`config.mk`:
```
export PLATFORM = sky130hd
export DESIGN_NAME = rcu_grace_period_detector_unit
export DESIGN_NICKNAME = d
export VERILOG_FILES = /design/src/rtl/rcu_gpd_pkg.sv /design/src/rtl/rcu_gpd_core.sv /design/src/rtl/rcu_grace_period_detector_unit.sv
export SDC_FILE = /design/constraint.sdc
export NUM_CORES = 1
export LEC_CHECK = 0
export ABC_AREA = 1
export BUFFER_PORTS_ARGS = -buffer_cell sky130_fd_sc_hd__clkbuf_2
export CORE_MARGIN = 1
export CORE_UTILIZATION = 45
export DETAILED_ROUTE_END_ITERATION = 12
export PLACE_DENSITY = 0.7
export SLEW_MARGIN = 40
export SYNTH_ARGS = -nofsm -noshare
export SYNTH_HDL_FRONTEND = slang
export SYNTH_HIERARCHICAL = 1
export SYNTH_SLANG_ARGS = --single-unit
```
`constraint.sdc`:
```
create_clock -name clk -period 7.5 [get_ports clk]
set_clock_uncertainty 0.15 [all_clocks]
set_input_delay 0 -clock clk [delete_from_list [all_inputs] [get_ports clk]]
set_output_delay 0 -clock clk [all_outputs]
set_load 0.05 [all_outputs]
```
`src/rtl/rcu_gpd_pkg.sv`:
```
// types and constants shared by the grace-period detector modules
// no dependencies

package rcu_gpd_pkg;

    localparam int NUM_CPUS_DEF    = 8;
    localparam int COUNT_WIDTH_DEF = 32;
    localparam int CFG_W           = 8;
    localparam int CPU_W           = 3;
    localparam int OP_W            = 2;
    localparam int FLIP_W          = 32;
    localparam int S_DATA_W        = 8;
    localparam int M_DATA_W        = 40;

    typedef enum logic [OP_W-1:0] {
        OP_LOCK   = 2'd0,
        OP_UNLOCK = 2'd1,
        OP_TICK   = 2'd2
    } op_t;

    typedef struct packed {
        op_t              op;
        logic [CPU_W-1:0] cpu;
        logic             unlock_index;
        logic             callbacks_queued;
    } item_t;

    // packed so that lock_index sits in bit 0
    typedef struct packed {
        logic [FLIP_W-1:0] completed_count;
        logic [1:0]        phase_state;
        logic              advance_callbacks;
        logic              lock_index;
    } result_t;

endpackage

```
`src/rtl/rcu_gpd_core.sv`:
```
// detector state and per-word update logic of the grace-period detector
// depends on rcu_gpd_pkg

module rcu_gpd_core #(
    parameter int NUM_CPUS    = rcu_gpd_pkg::NUM_CPUS_DEF,
    parameter int COUNT_WIDTH = rcu_gpd_pkg::COUNT_WIDTH_DEF
) (
    input  logic                          clk,
    input  logic                          rst_n,
    input  logic                          fire,
    input  rcu_gpd_pkg::item_t            item,
    input  logic [rcu_gpd_pkg::CFG_W-1:0] online,
    output rcu_gpd_pkg::result_t          result
);

    typedef enum logic [1:0] {
        ST_IDLE     = 2'd0,
        ST_WAITACK  = 2'd1,
        ST_WAITZERO = 2'd2,
        ST_WAITMB   = 2'd3
    } state_t;

    state_t                                 state_reg, state_next;
    logic [rcu_gpd_pkg::FLIP_W-1:0]         flip_reg, flip_next;
    logic [NUM_CPUS-1:0]                    ack_reg, ack_next;
    logic [NUM_CPUS-1:0]                    barrier_reg, barrier_next;
    logic [NUM_CPUS-1:0]                    behind_reg, behind_next;
    // per-cpu reader counts only ever enter the zero test as a per-phase sum,
    // so each phase keeps its running total modulo 2^COUNT_WIDTH
    logic [COUNT_WIDTH-1:0]                 sum0_reg, sum0_next;
    logic [COUNT_WIDTH-1:0]                 sum1_reg, sum1_next;

    logic [NUM_CPUS-1:0] online_mask;
    logic                cpu_ok;
    logic [NUM_CPUS-1:0] cpu_bit;
    logic [NUM_CPUS-1:0] bp_clr;
    logic                old_zero;
    logic                lock_idx;
    logic                adv;

    // register bits above the cpu count are ignored
    for (genvar i = 0; i < NUM_CPUS; i++) begin : g_online
        if (i < rcu_gpd_pkg::CFG_W) begin : g_in
            assign online_mask[i] = online[i];
        end else begin : g_out
            assign online_mask[i] = 1'b0;
        end
    end

    assign cpu_ok   = (int'(item.cpu) < NUM_CPUS);
    assign cpu_bit  = cpu_ok ? (NUM_CPUS'(1) << item.cpu) : '0;
    assign bp_clr   = barrier_reg & ~cpu_bit;
    assign old_zero = flip_reg[0] ? (sum0_reg == '0) : (sum1_reg == '0);

    always_comb
    begin
        state_next   = state_reg;
        flip_next    = flip_reg;
        ack_next     = ack_reg;
        barrier_next = barrier_reg;
        behind_next  = behind_reg;
        sum0_next    = sum0_reg;
        sum1_next    = sum1_reg;
        lock_idx     = 1'b0;
        adv          = 1'b0;
        if (cpu_ok)
        begin
            case (item.op)
                rcu_gpd_pkg::OP_LOCK:
                begin
                    lock_idx = flip_reg[0];
                    if (flip_reg[0])
                        sum1_next = sum1_reg + COUNT_WIDTH'(1);
                    else
                        sum0_next = sum0_reg + COUNT_WIDTH'(1);
                end
                rcu_gpd_pkg::OP_UNLOCK:
                begin
                    if (item.unlock_index)
                        sum1_next = sum1_reg - COUNT_WIDTH'(1);
                    else
                        sum0_next = sum0_reg - COUNT_WIDTH'(1);
                end
                rcu_gpd_pkg::OP_TICK:
                begin
                    barrier_next = bp_clr;
                    if ((behind_reg & cpu_bit) == '0)
                    begin
                        unique case (state_reg)
                            ST_IDLE:
                            begin
                                // barrier and behind terms are already clear here
                                if (item.callbacks_queued || ((ack_reg & cpu_bit) != '0))
                                begin
                                    flip_next   = flip_reg + 32'd1;
                                    ack_next    = ack_reg | online_mask;
                                    behind_next = '1;
                                    state_next  = ST_WAITACK;
                                end
                            end
                            ST_WAITACK:
                            begin
                                if ((ack_reg & online_mask) == '0)
                                    state_next = ST_WAITZERO;
                            end
                            ST_WAITZERO:
                            begin
                                if (old_zero)
                                begin
                                    barrier_next = bp_clr | online_mask;
                                    state_next   = ST_WAITMB;
                                end
                            end
                            ST_WAITMB:
                            begin
                                if ((bp_clr & online_mask) == '0)
                                    state_next = ST_IDLE;
                            end
                            default: state_next = ST_IDLE;
                        endcase
                    end
                    // catch up with the latest flip and acknowledge it
                    if ((behind_next & cpu_bit) != '0)
                        adv = 1'b1;
                    behind_next = behind_next & ~cpu_bit;
                    ack_next    = ack_next & ~cpu_bit;
                end
                default: ;
            endcase
        end
    end

    always_ff @(posedge clk or negedge rst_n)
    begin
        if (!rst_n)
        begin
            state_reg   <= ST_IDLE;
            flip_reg    <= '0;
            ack_reg     <= '0;
            barrier_reg <= '0;
            behind_reg  <= '0;
            sum0_reg    <= '0;
            sum1_reg    <= '0;
        end
        else if (fire)
        begin
            state_reg   <= state_next;
            flip_reg    <= flip_next;
            ack_reg     <= ack_next;
            barrier_reg <= barrier_next;
            behind_reg  <= behind_next;
            sum0_reg    <= sum0_next;
            sum1_reg    <= sum1_next;
        end
    end

    assign result.lock_index        = lock_idx;
    assign result.advance_callbacks = adv;
    assign result.phase_state       = state_next;
    assign result.completed_count   = flip_next;

endmodule

```
`src/rtl/rcu_grace_period_detector_unit.sv`:
```
// top level of the counter-flip grace-period detector: input, output and config registers
// depends on rcu_gpd_pkg and rcu_gpd_core

// usage
// - slave stream carries one event word: s_tuser is the event kind (lock, unlock, tick),
//   s_tdata the cpu number, unlock phase and callbacks-queued flag
// - master stream returns exactly one result word per event, in order
// - cfg channel writes the online cpu mask; always ready, write only while idle
// flow and throughput
// - an event accepted into the input register is processed by the detector logic once
//   the result register is free or being drained, and is then shown on m_tvalid
// - one event per cycle sustained while m_tready stays high; the detector state updates as
//   each event is processed, so back-to-back events see each other's effects
// stalls
// - when m_tready is low the result word holds and the input register still takes
//   one more event; s_tready drops only once both registers are full
// reset
// - rst_n clears the detector to idle, zero flips, zero reader totals, no pending
//   acks or barriers, online mask zero and both registers empty

module rcu_grace_period_detector_unit #(
    parameter int NUM_CPUS    = rcu_gpd_pkg::NUM_CPUS_DEF,
    parameter int COUNT_WIDTH = rcu_gpd_pkg::COUNT_WIDTH_DEF
) (
    input  logic                             clk,
    input  logic                             rst_n,
    input  logic                             s_tvalid,
    output logic                             s_tready,
    // [2:0] cpu, [3] unlock_index, [4] callbacks_queued, [7:5] zero
    input  logic [rcu_gpd_pkg::S_DATA_W-1:0] s_tdata,
    // [1:0] op
    input  logic [rcu_gpd_pkg::OP_W-1:0]     s_tuser,
    output logic                             m_tvalid,
    input  logic                             m_tready,
    // [0] lock_index, [1] advance_callbacks, [3:2] phase_state, [35:4] completed_count,
    // [39:36] zero
    output logic [rcu_gpd_pkg::M_DATA_W-1:0] m_tdata,
    input  logic                             cfg_valid,
    output logic                             cfg_ready,
    input  logic [rcu_gpd_pkg::CFG_W-1:0]    cfg_data
);

    logic                          in_valid_reg, in_valid_next;
    rcu_gpd_pkg::item_t            in_item_reg;
    logic                          out_valid_reg, out_valid_next;
    rcu_gpd_pkg::result_t          out_reg;
    logic [rcu_gpd_pkg::CFG_W-1:0] online_reg;

    rcu_gpd_pkg::item_t   s_item;
    rcu_gpd_pkg::result_t core_result;
    logic                 advance;
    logic                 fire;

    // unpack the incoming word
    assign s_item.op               = rcu_gpd_pkg::op_t'(s_tuser);
    assign s_item.cpu              = s_tdata[rcu_gpd_pkg::CPU_W-1:0];
    assign s_item.unlock_index     = s_tdata[rcu_gpd_pkg::CPU_W];
    assign s_item.callbacks_queued = s_tdata[rcu_gpd_pkg::CPU_W+1];

    // output register free or being drained this cycle
    assign advance  = !out_valid_reg || m_tready;
    assign fire     = in_valid_reg && advance;
    assign s_tready = !in_valid_reg || advance;

    assign in_valid_next  = s_tready ? s_tvalid : in_valid_reg;
    assign out_valid_next = advance ? in_valid_reg : out_valid_reg;

    always_ff @(posedge clk or negedge rst_n)
    begin
        if (!rst_n)
        begin
            in_valid_reg  <= 1'b0;
            out_valid_reg <= 1'b0;
            online_reg    <= '0;
        end
        else
        begin
            in_valid_reg  <= in_valid_next;
            out_valid_reg <= out_valid_next;
            if (cfg_valid && cfg_ready)
                online_reg <= cfg_data;
        end
    end

    // payload registers, no reset
    always_ff @(posedge clk)
    begin
        if (s_tvalid && s_tready)
            in_item_reg <= s_item;
        if (fire)
            out_reg <= core_result;
    end

    rcu_gpd_core #(
        .NUM_CPUS    (NUM_CPUS),
        .COUNT_WIDTH (COUNT_WIDTH)
    ) u_core (
        .clk    (clk),
        .rst_n  (rst_n),
        .fire   (fire),
        .item   (in_item_reg),
        .online (online_reg),
        .result (core_result)
    );

    assign cfg_ready = 1'b1;
    assign m_tvalid  = out_valid_reg;
    assign m_tdata   = rcu_gpd_pkg::M_DATA_W'(out_reg);

`ifndef SYNTH
    // an empty result register never blocks the input side
    a_ready_when_empty: assert property (@(posedge clk) disable iff (!rst_n)
        !out_valid_reg |-> s_tready)
        else $error("input stalled with empty result register");

    // a lock phase is only reported for lock events
    a_lock_only_on_lock: assert property (@(posedge clk) disable iff (!rst_n)
        fire && (in_item_reg.op != rcu_gpd_pkg::OP_LOCK) |-> !core_result.lock_index)
        else $error("lock index set for a non-lock event");

    // catching up only happens on a tick
    a_adv_only_on_tick: assert property (@(posedge clk) disable iff (!rst_n)
        fire && core_result.advance_callbacks |-> in_item_reg.op == rcu_gpd_pkg::OP_TICK)
        else $error("advance reported for a non-tick event");

    // a processed event lands in the result register at the next edge
    a_result_loaded: assert property (@(posedge clk) disable iff (!rst_n)
        fire |=> m_tvalid)
        else $error("processed event produced no result word");
`endif

endmodule

```
# Word level (Yosys, flattened, before mapping)
# Index checks and enable logic that the tools add are counted.
# classes
bitwise_logic,11
addsub,5
n_reduce_logical,20
n_shift,1
eq_ne,9
mux,30
# op_table
cell,count
2-to-1 mux 32 bit,8
case mux 32 bit (2 select lines),2
"adder 32 x 1 -> 32 bit, second input constant",3
2-to-1 mux 8 bit,11
bitwise AND 8 bit,8
logical NOT 32 bit,2
"subtractor 32 x 1 -> 32 bit, second input constant",2
logical NOT 8 bit,3
bitwise OR 8 bit,2
nonzero test 8 bit,2
2-to-1 mux 2 bit,6
NOT 8 bit,1
case mux 2 bit (4 select lines),1
AND reduction 4 bit,2
"left shift 1 x 3 -> 8 bit, first input constant",1
"== test 2 bit, second input constant",3
"inequality test 2 bit, second input constant",3
"== test 2 x 1 -> 1 bit, second input constant",2
logical NOT 2 bit,2
logical OR 1 bit,3
logical AND 1 bit,2
logical NOT 1 bit,2
2-to-1 mux 1 bit,2
"inequality test 2 x 1 -> 1 bit, second input constant",1
2 further kinds,2
# word_totals
wordCells,94
ff_bits,175
inputBits,23
output_inout_bits,43

# Longest topological paths before layout
# Gate-level depths: netlist of run 1.
# logic_depth
word_depth,11
depth_mapped,15
depth_no_buf,15

# By module
# Netlist of run 1, hierarchy kept.
# by_module_without_submodules
module,cells_each,seq_area_each_um2,instances,area_each_um2
rcu_gpd_core,1509,3052.9,1,9963.3
rcu_grace_period_detector_unit,95,1541.5,1,1737.9

# Least setup slack after synthesis of run 1
# Ideal clock, no wire load.
# synth_timing
path_kind,register -> register
start,register in_item_reg[6] (netlist bit)
end,register u_core.sum1_reg[30]
slack_ns,2.543
period_less_slack_ns,4.957
path_buffers,0
required_ns,7.216
arrival_time_ns,4.673
setup_ns,0.134
stages_incl_launch_ff,12
cell_sequence,edfxtp_1 nor2_1 inv_1 fa_1 o21ai_0 a21boi_1 o21ai_0 nand3_1 nand2_1 nand2_1 nand3_1 o21ai_0
# synth_between
elab_chain_cells,3
elab_cells_between_ends,7
classes_between,eq/ne: 3; mux: 1; reduce/logical: 3
# synth_lines
element,line_no,rtl
"start, declared",rcu_grace_period_detector_unit.sv:44,rcu_gpd_pkg::item_t in_item_reg;
"start signal, assigned",rcu_grace_period_detector_unit.sv:89,in_item_reg <= s_item;
== test 2 x 1 -> 1 bit or logical NOT 2 bit (tied branches),rcu_gpd_core.sv:68,case (item.op)
inequality test 2 bit (no line) (tied with other cells),-,
AND reduction 4 bit (no line),-,
"end signal, assigned",rcu_gpd_core.sv:153,sum1_reg <= sum1_next;
"end, declared",rcu_gpd_core.sv:31,"logic [COUNT_WIDTH-1:0] sum1_reg, sum1_next;"
# Several ways; a longest one is shown, not always the timed one.
# A chain may end at the register's enable or synchronous reset.

# Final worst setup path of run 1
# layout_timing
start,register out_valid_reg (netlist: m_tvalid)
end,register u_core.sum1_reg[3]
# layout_between
elab_chain_cells,4
# layout_lines
element,line_no,rtl
"start, declared",rcu_grace_period_detector_unit.sv:45,"logic out_valid_reg, out_valid_next;"
"start signal, assigned",rcu_grace_period_detector_unit.sv:79,out_valid_reg <= out_valid_next;
logical NOT 1 bit,rcu_grace_period_detector_unit.sv:61,assign advance = !out_valid_reg || m_tready;
logical OR 1 bit,rcu_grace_period_detector_unit.sv:61,
logical AND 1 bit,rcu_grace_period_detector_unit.sv:62,assign fire = in_valid_reg && advance;
named net fire,rcu_grace_period_detector_unit.sv:52,logic fire;
AND reduction 4 bit (no line),-,
# The timed path passes the listed nets, and every way through them passes these cells.

==> results.md, run 1 <==
- Detailed placement ended at an HPWL of 20560 um.
- In this run the static leakage power is 6.307 nW.
- STA classifies the critical path startpoint as a flip-flop.
- The number of placed cells counting well taps is 1965.
- TritonCTS built the clock tree.
- The final period demand of the worst path is 4.046 ns.
- The maximum fanout along the worst path is 73.
- The flip-flop count of the largest register, all copies and words added is 36.
- The post-synthesis cell type count is 47.
- After clock tree synthesis, the clock-pin slew on the worst setup and hold paths is 0.08 ns.
- The initial antenna violation count is 1.
- The instance area after placement is 12310 um2.
- Clock tree synthesis selected as its root buffer the cell sky130_fd_sc_hd__clkbuf_16.
- At the pin with the least slew margin, the transition time is 0.8447 ns.
- Across the run, the number of max-cap violations was 0.
- The clock latency at the later pin of the worst-skew pair is 0.43 ns.
- The first global-routing pass estimated 47820 um of wire.
- The achievable clock frequency is 0.2472 GHz.
- On the critical path, the stage with the largest delay is an instance of sky130_fd_sc_hd__clkinv_2.
- The arrival time at the worst endpoint is 4.24 ns.
- The core region is 25330 um2.
- After synthesis, the share of flip-flops with an asynchronous set or reset is 75.43%.
- After technology mapping, the gate count stands at 1604.
- The number of flip-flops and latches in the synthesized netlist is 175.
- The number of enable flip-flop cells after synthesis is 43.
- The highest ir drop seen on vdd is 0.0001339 V.
- The count of buffers added on input and output ports is 57.
- The worst-case setup margin in the final layout is 3.454 ns.
- On the final layout, the worst hold slack is -0.02401 ns.
- The number of violations reported at the end of detailed-routing iteration 0 is 790.
- The number of global-route vias before repair was 10175.
- The width of the chip is 163.3 um.
- The most numerous cell type found on the critical path is sky130_fd_sc_hd__o21ai_0.
- The number of standard cells in the layout, taps in and fillers out is 2032.
- The floorplan step defined a die boundary enclosing 26650 um2.
- The die height is 163.3 um.
- The quantity of gates resized following cts is 0.
- The total of endpoints with negative setup slack in the final report is 0.
- The number of max-slew violations in the final report is 0.
- The effective utilization at floorplan is 46.20%.
- The worst setup path is of the flip-flop to flip-flop kind.
- The via density per instance is 5.318.
- The critical path goes through a21oi_4 -> buf_4 -> inv_2 -> nor2_1 -> o21a_1 -> clkinv_2 -> a21oi_1 -> o21ai_0 -> o21ai_0.
- Measured against its own limit, the worst slew margin works out to 43.09%.
- The total count of hold-check failures in the final report is 4.
- By count the netlist is led by sky130_fd_sc_hd__nand2_1 (428), sky130_fd_sc_hd__inv_1 (180), sky130_fd_sc_hd__nor2_1 (157), sky130_fd_sc_hd__o21ai_0 (151), sky130_fd_sc_hd__dfrtp_1 (132).
- The total congestion overflow after global routing is 0.
- The post-placement worst setup slack is 3.455 ns.
- In the synthesized netlist the dominant register cell turns out to be sky130_fd_sc_hd__dfrtp_1.
- In the finished design, the share of the clock period the worst path needs comes to 53.94%.
- For this run, design rule violations remaining after detail routing come to 0.
- In this run the power density over the cells is 309.1 nW/um2.
- Entering global routing, the biggest net connects 74 pins.
- In the post-synthesis netlist, the biggest area contributors are sky130_fd_sc_hd__dfrtp_1 (28%), sky130_fd_sc_hd__nand2_1 (14%), sky130_fd_sc_hd__edfxtp_1 (11%), sky130_fd_sc_hd__ha_1 (6.5%), sky130_fd_sc_hd__o21ai_0 (6.5%).
- In this run the worst hold path is classified as input pin to asynchronous set/reset pin.
- The final estimated routing congestion in global placement is 0.9263.
- The flow ran to the end, but the final reports show violations.
- The critical path required time is 7.69 ns.
- The count of nets left with antenna violations after detail routing is 0.
- The synthesized netlist occupies a cell area of 11700 um2.
- The top cell type by area accounts for 28.23% of the synthesized area.
- The routed length per placed instance is 13.97 um.
- Relative to the synthesized area, the layout overhead comes to 13.05%.
- The checks that failed: hold timing.
- The sink count of the clock tree is 175.
- In this run, CTS created clock tree buffers numbering 17.
- The overall global routing resource usage is 22.18%.
- The synthesized area divided by synthesized cell count is 7.295 um2.
- The count of H-tree levels built during CTS is 4.
- Yosys printed 6 warnings.
- The number of placement rows is 58.
- 0 antenna diodes ended up in the layout.
- The total via count in the routed design is 10806.
- The first-pass iteration count of the detailed router is 6.
- The final layout contains routed wiring with a total length of 28390 um.
- Setup repair after global routing left no endpoint under its margin.
- The worst setup path is captured at a flip-flop.
- The post-layout instance area is 13230 um2.
- The fraction of final layout cells sized beyond drive strength 1 is 7.403%.
- The largest buffer count on any clock path is 2.
- In this design, the stage delay of the slowest critical-path cell is 0.68 ns.
- For this run, the register share of the synthesized area comes to 39.26%.
- Summed over all instances, the cell type with the most area after synthesis is sky130_fd_sc_hd__dfrtp_1.
- The most common cell in the netlist is sky130_fd_sc_hd__nand2_1.
- The final layout contains 1775 nets.
- The final-layout setup total negative slack is 0 ns.
- 66 I/O pins were placed.
[stage by stage]
stage	power (mW)	utilization, %
2_1_floorplan	2.790	-
3_3_place_gp	3.166	48.59
3_5_place_dp	3.205	48.61
4_1_cts	4.098	52.23
5_1_grt	4.419	52.23
6_report	4.088	52.23
[timing repair]
item,4_1_cts,5_1_grt
hold buffers,35,0
hold endpoints to repair,88,0
buffers inserted,0,0
[cells in the final DEF (no fill, tap or decap), types with 4 or more instances in the layout]
| master | synthesis | routed |
|---|---|---|
| sky130_fd_sc_hd__nand3_2 | 7 | 7 |
| sky130_fd_sc_hd__dfrtp_1 | 132 | 132 |
| sky130_fd_sc_hd__a22o_1 | 4 | 4 |
| sky130_fd_sc_hd__nand3b_1 | 10 | 10 |
| sky130_fd_sc_hd__xor2_1 | 26 | 26 |
| sky130_fd_sc_hd__inv_1 | 180 | 180 |
| sky130_fd_sc_hd__nor2_1 | 157 | 155 |
| sky130_fd_sc_hd__nand3_1 | 108 | 108 |
| sky130_fd_sc_hd__or2_2 | 5 | 5 |
| sky130_fd_sc_hd__ha_1 | 61 | 61 |
| sky130_fd_sc_hd__nand2_1 | 428 | 428 |
| sky130_fd_sc_hd__xnor2_1 | 21 | 21 |
| sky130_fd_sc_hd__clkbuf_2 | 0 | 56 |
| sky130_fd_sc_hd__a21oi_1 | 101 | 100 |
| sky130_fd_sc_hd__nor2_2 | 6 | 7 |
| sky130_fd_sc_hd__o21a_1 | 5 | 5 |
| sky130_fd_sc_hd__clkbuf_16 | 0 | 17 |
| sky130_fd_sc_hd__nor4_1 | 5 | 5 |
| sky130_fd_sc_hd__conb_1 | 2 | 5 |
| sky130_fd_sc_hd__o21bai_1 | 7 | 7 |
| sky130_fd_sc_hd__a31oi_1 | 9 | 9 |
| sky130_fd_sc_hd__inv_6 | 0 | 6 |
| sky130_fd_sc_hd__buf_4 | 9 | 5 |
| sky130_fd_sc_hd__o21ai_1 | 6 | 6 |
| sky130_fd_sc_hd__edfxtp_1 | 43 | 43 |
| sky130_fd_sc_hd__inv_2 | 6 | 6 |
| sky130_fd_sc_hd__o21ai_0 | 151 | 151 |
| sky130_fd_sc_hd__a21boi_0 | 4 | 4 |
| sky130_fd_sc_hd__nor3_1 | 24 | 24 |
| sky130_fd_sc_hd__nand4_1 | 38 | 38 |
| sky130_fd_sc_hd__dlygate4sd3_1 | 0 | 35 |
[worst paths after layout]
path / from / to / slack [ns] / cells after the start
min in group clk: s_tdata[4] / in_item_reg[0] / 0.13 / 2
worst min-delay path: rst_n / u_core/behind_reg[7] / -0.02 / 2
worst max-delay path: m_tvalid / u_core/sum1_reg[3] / 3.45 / 9
worst max register to register: m_tvalid / u_core/sum1_reg[3] / 3.45 / 9
worst min register to register: u_core/flip_reg[31] / u_core/flip_reg[31] / 0.36 / 2
max in group asynchronous: rst_n / u_core/sum0_reg[3] / 6.14 / 3
[cell type report]
type                    instances  area [um2]
fillers                      2455       12100
flip-flops and latches        175        4594
clock inverters                13       122.6
multi-input cells            1210        6261
repair buffers                 98       690.7
clock buffers                  19       442.9
inverters                     187       703.2
well taps                     330       412.9
[report_power, final]
| group | leakage [nW] | switching, mW | internal [mW] | total (mW) |
|---|---|---|---|---|
| clock network | 0.268 | 0.411 | 0.446 | 0.857 |
| logic | 3.91 | 1.14 | 0.623 | 1.76 |
| registers | 2.13 | 0.223 | 1.25 | 1.47 |
| total | 6.31 | 1.77 | 2.32 | 4.09 |
[kinds of logic (layout without fill, tap and decap cells)]
kind of cell / Yosys count / in the layout / synth area share, %
and+or+nand+nor: 798 / 798 / 29.30
xor gates and xnor gates: 47 / 47 / 3.518
other: 2 / 5 / 0.06418
adders and majority gates: 63 / 63 / 6.865
DFF: 175 / 175 / 39.26
buffers and inverters: 222 / 317 / 7.506
AOI/OAI and AO/OA: 297 / 297 / 13.48
[routing by layer]
metal	vias up	part of all wire (%)	global-route usage [%]
met2	235	47	37.10
met4	2	1.6	6.372
li1	5495	-	-
met1	5028	47	29.41
met3	46	4.1	3.631
met5	-	0.046	0
[critical path: cells and delay by family, from the launching register on]
family	cells	cell delay, ns
buf+inv	3	1.80
flops	1	0.43
compound gates	5	1.29
simple gates	1	0.25
(Power assumes the default switching activity.)
==> inputs of run 2 (changes only) <==
--- a/config.mk
+++ b/config.mk
@@ -5,7 +5,7 @@
 export SDC_FILE = /design/constraint.sdc
 export NUM_CORES = 1
 export LEC_CHECK = 0
-export ABC_AREA = 1
+export ABC_AREA = 0
 export BUFFER_PORTS_ARGS = -buffer_cell sky130_fd_sc_hd__clkbuf_2
 export CORE_MARGIN = 1
 export CORE_UTILIZATION = 45
==> constraint.sdc (replaced) <==
create_clock -name clk -period 4.13 [get_ports clk]
set_clock_uncertainty 0.15 [all_clocks]
set_input_delay 0 -clock clk [delete_from_list [all_inputs] [get_ports clk]]
set_output_delay 0 -clock clk [all_outputs]
set_load 0.05 [all_outputs]
==> run 2 against run 1 <==
- flip-flop and latch count stayed put
- synthesized area decreased by 11%
- via count shrank 26%
- the flow now finishes without violations
- largest power group unchanged
- maximum frequency is 3.8% higher
- die area fell by 11%
- final cell count shrank 28%
- largest cell class unchanged
- power rose by 71%
==> results.md, run 2 <==
- The total congestion overflow after global routing is 0 (unchanged).
- The count of fill cells added during filler insertion came to 2012 (-18%).
- The number of placement rows is 55 (-5.2%).
- The worst setup path is captured at a flip-flop.
- The count of H-tree levels built during CTS came to 4 (unchanged).
- Ranked by total cell area, the synthesized netlist is headed by sky130_fd_sc_hd__dfrtp_1 (32%), sky130_fd_sc_hd__edfxtp_1 (12%), sky130_fd_sc_hd__ha_1 (7.3%), sky130_fd_sc_hd__xnor2_1 (5.6%), sky130_fd_sc_hd__nand2_1 (4.9%).
- The number of flip-flops and latches in the synthesized netlist is 175 (unchanged).
- The flow ran to the end, and the final reports show no timing, DRC or antenna violations.
- The share of the cycle needed by the critical path after routing is 94.41% (+40 points).
- The share of the synthesized area in the top cell type is 31.69% (+3.5 points).
- The highest ir drop seen on vdd is 0.0002345 V (+75%).
- The via density per instance came to 5.503 (+3.5%).
- The largest buffer count on any clock path is 2 (unchanged).
- The effective utilization at floorplan was 45.90% (-0.30 points).
- The combined flip-flop and latch cell area is 4594 um2 (unchanged).
- The setup path with the least slack is of type flip-flop to flip-flop.
- The signal on the critical path passes through nand2b_1 -> clkinvlp_4 -> buf_12 -> ha_1 -> a21o_1 -> o21bai_1 -> a221oi_2 -> o211ai_2 -> a311o_1 -> a21o_1 -> a221o_2 -> a221oi_2 -> xor2_1 -> o21ai_1.
- The final HPWL from detailed placement is 15240 um (-26%).
- The critical path required time is 4.28 ns (-3.41 ns).
- Leaving out fill and tap cells, the most frequent cell in the layout is sky130_fd_sc_hd__nand2_1.
- The maximum fanout along the worst path was 30 (-59%).
- The endpoint identified for the worst register-to-register timing path is u_core/sum1_reg[29].
- By count the netlist is led by sky130_fd_sc_hd__nand2_1 (135), sky130_fd_sc_hd__dfrtp_1 (132), sky130_fd_sc_hd__o21ai_0 (90), sky130_fd_sc_hd__a21oi_1 (69), sky130_fd_sc_hd__xnor2_1 (67).
- The static leakage is 5.372 nW (-15%).
- The floorplan die area is 23780 um2 (-11%).
- The tightest hold margin is 0.1414 ns (+0.1654 ns).
- The number of violations reported at the end of detailed-routing iteration 0 is 442 (-44%).
- The achievable clock frequency was 0.2565 GHz (+3.8%).
- The library cells used most frequently in the layout, excluding fill and tap cells, are sky130_fd_sc_hd__nand2_1 (135), sky130_fd_sc_hd__dfrtp_1 (132), sky130_fd_sc_hd__o21ai_0 (90).
- The share of flip-flops with an asynchronous set or reset after synthesis is 75.43% (unchanged).
- The number of global-route vias before repair was 7686 (-24%).
- The class of the most critical hold timing path is input pin to flip-flop.
- The final estimated routing congestion in global placement is 0.8783 (-5.2%).
- The routed length per placed instance is 15.06 um (+7.8%).
- The cell count of the worst hold path is 2.
- sky130_fd_sc_hd__nand2_1 is the most common cell in the netlist.
- The number of I/O pins is 66 (unchanged).
- The worst slew margin relative to its limit is 54.05% (+11 points).
- The slowest library cell on the worst path is sky130_fd_sc_hd__edfxtp_1.
- The pin count of the biggest net entering global routing is 62 (-16%).
- The number of antenna cells inserted came to 0 (unchanged).
- The longest individual stage delay on the worst path is 0.45 ns (-0.23 ns).
- The arrival time at the worst endpoint is 4.05 ns (-0.19 ns).
- The die height is 154.2 um (-5.5%).
- The count of nets left with antenna violations after detail routing is 0 (unchanged).
- The sequential cell area fraction in the yosys report came to 44.08% (+4.8 points).
- The utilization of the core after routing is 52.84% (+0.61 points).
- The depth of the worst register-to-register path is 14 (+5).
- The flip-flop count of the largest register, all copies and words added is 36 (unchanged).
- The destination of the critical timing path is u_core/sum1_reg[29].
- Among all flip-flop cells after synthesis, the most frequent one is sky130_fd_sc_hd__dfrtp_1.
- The overall global routing resource usage is 19.30% (-2.9 points).
- The cell count after synthesis came to 1075 (-33%).
- The power per unit of standard cell area was 583.8 nW/um2 (+89%).
- The layout overhead on the synthesized area is 15.11%.
- TritonCTS built the clock tree.
- The synthesized area divided by synthesized cell count is 9.697 um2 (+33%).
- The post-detailed-route DRC marker count was 0 (unchanged).
- The category of cells accounting for the largest share of critical-path delay is compound AO/OA/AOI/OAI gates.
- The type of origin of the critical path is a flip-flop.
- The total routed wirelength is 21960 um (-23%).
- The number of enable flip-flop cells after synthesis is 43 (unchanged).
- The launching instance or port of the critical path is in_item_reg[5].
- The total via count in the routed design came to 8024 (-26%).
- The width of the chip is 154.2 um (-5.5%).
- The core box area came to 22710 um2 (-10%).
- The yosys synthesis warning count is 6 (unchanged).
- The number of setup buffers added after CTS is 0 (unchanged).
- The total count of hold-check failures in the final report is 0 (-4).
- sky130_fd_sc_hd__dfrtp_1 takes more of the synthesized area than any other cell.
- The area used by multi-input combinational logic is 5569 um2 (-11%).
- The buffer cell driving the clock tree root is sky130_fd_sc_hd__clkbuf_16.
- The final layout net count is 1246 (-30%).
- The final period demand of the worst path is 3.899 ns (-0.1467 ns).
- The count of maximum capacitance violations was 0 (unchanged).
- The initial antenna violation count is 0 (-1).
- The number of clock buffers inserted by TritonCTS came to 17 (unchanged).
- The count of port buffers added during placement is 57 (unchanged).
- The total of endpoints with negative setup slack in the final report is 0 (unchanged).
- The netlist area before placement came to 10420 um2 (-11%).
- The path length in cells of the critical path is 14 (+5).
- The sink count of the clock tree is 175 (unchanged).
- The number of buffers and inverters on the critical path is 2 (-1).
- The worst setup slack for register-to-register paths is 0.23 ns (-3.22 ns).
- The clock transition at the registers of the reported paths is 0.07 ns (about the same).
- The first-pass iteration count of the detailed router is 5 (-1).
- The post-synthesis cell type count is 74 (+57%).
- The wire length of the first global-routing pass is 37230 um (-22%).
- The fraction of final layout cells sized beyond drive strength 1 is 12.19% (+4.8 points).
- The clock latency at the later pin of the worst-skew pair came to 0.44 ns (about the same).
- The actual slew at the worst max-slew pin was 0.6878 ns (-0.1570 ns).
- The source of the worst register-to-register timing path is in_item_reg[5].
- The number of max-slew violations in the final report is 0 (unchanged).
[run 2: changes by cell type in the layout (fill, tap and decap cells not counted), sizes merged, moves of 18 or more]
cell	change
a21oi	-32
nand4	-19
a21o	+18
xor2	+28
xnor2	+46
nand2	-294
nor2	-105
inv	-157
nand3	-86
o21ai	-64
[run 2: logic make-up (layout without fill, tap and decap cells)]
kind of cell / Yosys count / count (layout) / synth area share [%]
adders and majority gates: 63 / 63 / 7.706
other: 2 / 5 / 0.07205
AOI/OAI and AO/OA: 284 / 284 / 17.16
muxes: 18 / 18 / 2.305
DFF: 175 / 175 / 44.08
buffers and inverters: 73 / 168 / 3.037
xor gates and xnor gates: 121 / 121 / 10.17
and+or+nand+nor: 339 / 339 / 15.47
[run 2: area by class of cell]
class | instances | share of cell area, %
Timing Repair Buffer | 107 | 6.267
Clock buffer | 17 | 3.545
Tap cell | 285 | 2.972
Clock inverter | 15 | 1.575
Inverter | 29 | 0.9385
Multi-Input combinational cell | 830 | 46.41
Sequential cell | 175 | 38.29
[run 2: repair_timing]
| item | 4_1_cts | 5_1_grt |
|---|---|---|
| resized for setup | 0 | 4 |
| hold buffers | 29 | 0 |
| endpoints found under the setup margin | 0 | 4 |
| endpoints found under the hold margin | 87 | 0 |
[run 2: worst min-delay path by stage]
| stage | end | slack [ns] | startpoint |
|---|---|---|---|
| CTS | in_item_reg[4] | 0.13 | s_tdata[2] |
| finish | in_item_reg[0] | 0.14 | s_tdata[4] |
| floorplan | in_valid_reg | -0.45 | rst_n |
| detailed placement | u_core/sum1_reg[11] | -0.11 | rst_n |
| global route | in_item_reg[4] | 0.14 | s_tdata[2] |
| global placement | u_core/sum1_reg[12] | -0.11 | rst_n |
[run 2: routing by layer]
layer,vias to the layer above,GRT usage (%),part of all wire [%]
li1,4036,-,-
met2,175,30.78,47
met4,0,7.143,2.0
met5,-,0,0
met1,3782,26.62,48
met3,31,2.942,3.5
[run 2: per-stage QoR]
stage,power (mW),area [um2],setup slack [ns],setup TNS [ns],std cells
floorplan,4.680,10470,-0.2695,-0.4172,1078
global placement,5.235,11080,0.3083,0,1397
detailed placement,5.294,11080,0.2467,0,1397
CTS,7.013,11980,0.1697,0,1458
global route,7.514,12000,-0.002649,-0.002649,1458
finish,7.006,12000,0.2309,0,1458
[run 2: report_power, final]
part,total [mW],internal (mW),switching [mW]
logic,2.70,1.18,1.52
registers,2.65,2.23,0.414
clock network,1.66,0.876,0.786
total,7.01,4.28,2.72
==> inputs of run 3 (changes only) <==
--- a/config.mk
+++ b/config.mk
@@ -8,9 +8,9 @@
 export ABC_AREA = 0
 export BUFFER_PORTS_ARGS = -buffer_cell sky130_fd_sc_hd__clkbuf_2
 export CORE_MARGIN = 1
-export CORE_UTILIZATION = 45
+export CORE_UTILIZATION = 43
 export DETAILED_ROUTE_END_ITERATION = 12
-export PLACE_DENSITY = 0.7
+export PLACE_DENSITY = 0.68
 export SLEW_MARGIN = 40
 export SYNTH_ARGS = -nofsm -noshare
 export SYNTH_HDL_FRONTEND = slang
==> run 3 against run 2 <==
- count of clock-buffer cells in the layout unchanged
- non-clock buffer count decreased by 7
- wire length decreased by 1.6%
- final cell count increased by 1.9%
- register-to-register slack about the same
- flip-flop and latch count unchanged
- clock power about the same
- design area increased by 0.15%
- core utilization decreased by 1.9 points
- first-iteration DRC count decreased by 20%
- critical path type unchanged
- critical endpoint unchanged
- largest power group unchanged
==> results.md, run 3 (synthesis gave the netlist of run 2 again) <==
- The actual slew at the worst max-slew pin was 0.7349 ns (+0.04717 ns).
- The effective utilization at floorplan was 44.14% (-1.8 points).
- Leaving out fill and tap cells, the most frequent cell in the layout is sky130_fd_sc_hd__nand2_1.
- The share of the cycle needed by the critical path after routing is 94.75% (+0.34 points).
- The slowest library cell on the worst path is sky130_fd_sc_hd__edfxtp_1.
- The achievable clock frequency is 0.2556 GHz (-0.35%).
- In the layout the commonest cells are sky130_fd_sc_hd__nand2_1 (135), sky130_fd_sc_hd__dfrtp_1 (132), sky130_fd_sc_hd__o21ai_0 (90).
- The arrival time at the worst endpoint is 4.06 ns (about the same).
- The total routed wirelength is 21620 um (-1.6%).
- The clock tree from TritonCTS is done.
- The number of I/O pins is 66 (unchanged).
- The number of antenna cells inserted is 0 (unchanged).
- The class of the most critical hold timing path is input pin to flip-flop.
- The first-pass iteration count of the detailed router is 5 (unchanged).
- The layout overhead on the synthesized area is 15.28%.
- The overall global routing resource usage came to 18.59% (-0.71 points).
- The number of setup buffers added after CTS is 0 (unchanged).
- The post-layout instance area is 12020 um2 (+0.15%).
- The post-placement worst setup slack was 0.1959 ns (-0.05087 ns).
- The critical path capture point type is a flip-flop.
- The count of H-tree levels built during CTS is 4 (unchanged).
- The instance area after placement came to 11080 um2 (about the same).
- The flip-flop count of the largest register, all copies and words added is 36 (unchanged).
- The tightest hold margin was 0.1384 ns (-0.002961 ns).
- The width of the chip is 157.7 um (+2.3%).
- The final period demand of the worst path is 3.913 ns (+0.01387 ns).
- The worst slew margin relative to its limit is 50.90% (-3.2 points).
- The clock transition at the registers of the reported paths is 0.07 ns (about the same).
- The wire length of the first global-routing pass is 36940 um (-0.80%).
- The final-layout setup total negative slack is 0 ns (unchanged).
- The number of violations reported at the end of detailed-routing iteration 0 is 352 (-20%).
- The number of standard cells in the layout, taps in and fillers out is 1485 (+1.9%).
- The count of port buffers added during placement came to 57 (unchanged).
- The largest buffer count on any clock path is 2 (unchanged).
- The longest individual stage delay on the worst path is 0.47 ns (+0.02 ns).
- The fraction of final layout cells sized beyond drive strength 1 is 11.66% (-0.53 points).
- The number of global-route vias before repair is 7663 (-0.30%).
- The die height was 157.7 um (+2.3%).
- The number of clock buffers inserted by TritonCTS is 17 (unchanged).
- The worst-case setup margin in the final layout is 0.2170 ns (-0.01387 ns).
- The buffer cell driving the clock tree root is sky130_fd_sc_hd__clkbuf_16.
- The via density per instance is 5.392 (-2.0%).
- The utilization of the core after routing was 50.89% (-1.9 points).
- The core box area came to 23610 um2 (+4.0%).
- The number of max-slew violations in the final report is 0 (unchanged).
- The clock latency at the later pin of the worst-skew pair was 0.44 ns (about the same).
- The number of placed cells counting well taps is 1424 (+1.9%).
- The total count of hold-check failures in the final report was 0 (unchanged).
- The maximum fanout along the worst path is 30 (unchanged).
- The type of origin of the critical path is a flip-flop.
- The final layout net count came to 1239 (-0.56%).
- The total congestion overflow after global routing was 0 (unchanged).
- Traced cell by cell, the critical path runs through nand2b_4 -> clkinvlp_4 -> buf_12 -> ha_1 -> a21o_1 -> o21bai_1 -> a221oi_2 -> o211ai_2 -> a311o_1 -> a21o_1 -> a221o_2 -> a221oi_2 -> xor2_1 -> o21ai_1.
- The total via count in the routed design is 8007 (-0.21%).
- The static leakage is 5.358 nW (-0.25%).
- Broken down by cell family, the worst path's largest delay share belongs to compound AO/OA/AOI/OAI gates.
- The post-detailed-route DRC marker count is 0 (unchanged).
- The sink count of the clock tree is 175 (unchanged).
- The power per unit of standard cell area is 579.8 nW/um2 (-0.69%).
- The initial antenna violation count is 1 (+1).
- The count of nets left with antenna violations after detail routing is 0 (unchanged).
- Setup repair after global routing left no endpoint under its margin.
- The category of the most critical setup path is flip-flop to flip-flop.
- The floorplan die area came to 24870 um2 (+4.6%).
- The number of placement rows was 56 (+1.8%).
- The flow ran to the end, and the final reports show no timing, DRC or antenna violations.
- The highest ir drop seen on vdd is 0.0002246 V (-4.2%).
- The final HPWL from detailed placement is 14840 um (-2.6%).
- The number of buffers and inverters on the critical path came to 2 (unchanged).
- The power after layout is 6.967 mW (-0.54%).
- The routed length per placed instance is 14.56 um (-3.3%).
- The total of endpoints with negative setup slack in the final report was 0 (unchanged).
- The pin count of the biggest net entering global routing is 102 (+65%).
- The count of maximum capacitance violations is 0 (unchanged).
- The final estimated routing congestion in global placement was 0.8690 (-1.1%).
- The critical path required time is 4.28 ns (about the same).
==> run 3: metal layers <==
| layer | routed length (um) | track usage [%] |
|---|---|---|
| met1 | 10330 | 24.50 |
| met2 | 10160 | 30.67 |
| met3 | 774 | 3.285 |
| met4 | 337 | 6.380 |
| met5 | 13 | 0 |
==> run 3: cell type report <==
| class | count | area (um2) |
|---|---|---|
| timing repair buffer | 100 | 733.2 |
| sequential | 175 | 4594 |
| clock inverter | 15 | 188.9 |
| inverter | 29 | 112.6 |
| multi-input combinational | 830 | 5563 |
| tap | 319 | 399.1 |
| fill | 2171 | 11600 |
| clock buffer | 17 | 425.4 |
==> run 3: final timing paths <==
path	endpoint	startpoint	depth (start not counted)	slack, ns
setup reg to reg	u_core/sum1_reg[29]	in_item_reg[5]	14	0.22
hold / removal	in_item_reg[4]	s_tdata[2]	2	0.14
hold reg to reg	u_core/sum0_reg[31]	u_core/sum0_reg[31]	1	0.33
max in group asynchronous	u_core/behind_reg[6]	rst_n	5	2.33
setup / recovery	u_core/sum1_reg[29]	in_item_reg[5]	14	0.22
min in group asynchronous	u_core/sum0_reg[8]	rst_n	3	0.44
==> run 3: timing repair <==
action / CTS / global route
hold buffers: 27 / 1
gates resized for setup: 0 / 3
endpoints found under the setup margin: 0 / 4
hold endpoints to repair: 124 / 55
==> run 3: worst register-to-register path, delay by kind of cell (launching register included) <==
| family | cells | cell delay (ns) |
|---|---|---|
| and+or+nand+nor | 1 | 0.13 |
| AOI/OAI and AO/OA | 9 | 2.13 |
| DFF | 1 | 0.47 |
| adders and majority gates | 1 | 0.38 |
| buffers and inverters | 2 | 0.33 |
| xor gates and xnor gates | 1 | 0.18 |
==> run 3: power breakdown <==
part,internal (mW),switching [mW]
Sequential,2.23,0.413
Combinational,1.17,1.51
Clock,0.875,0.772
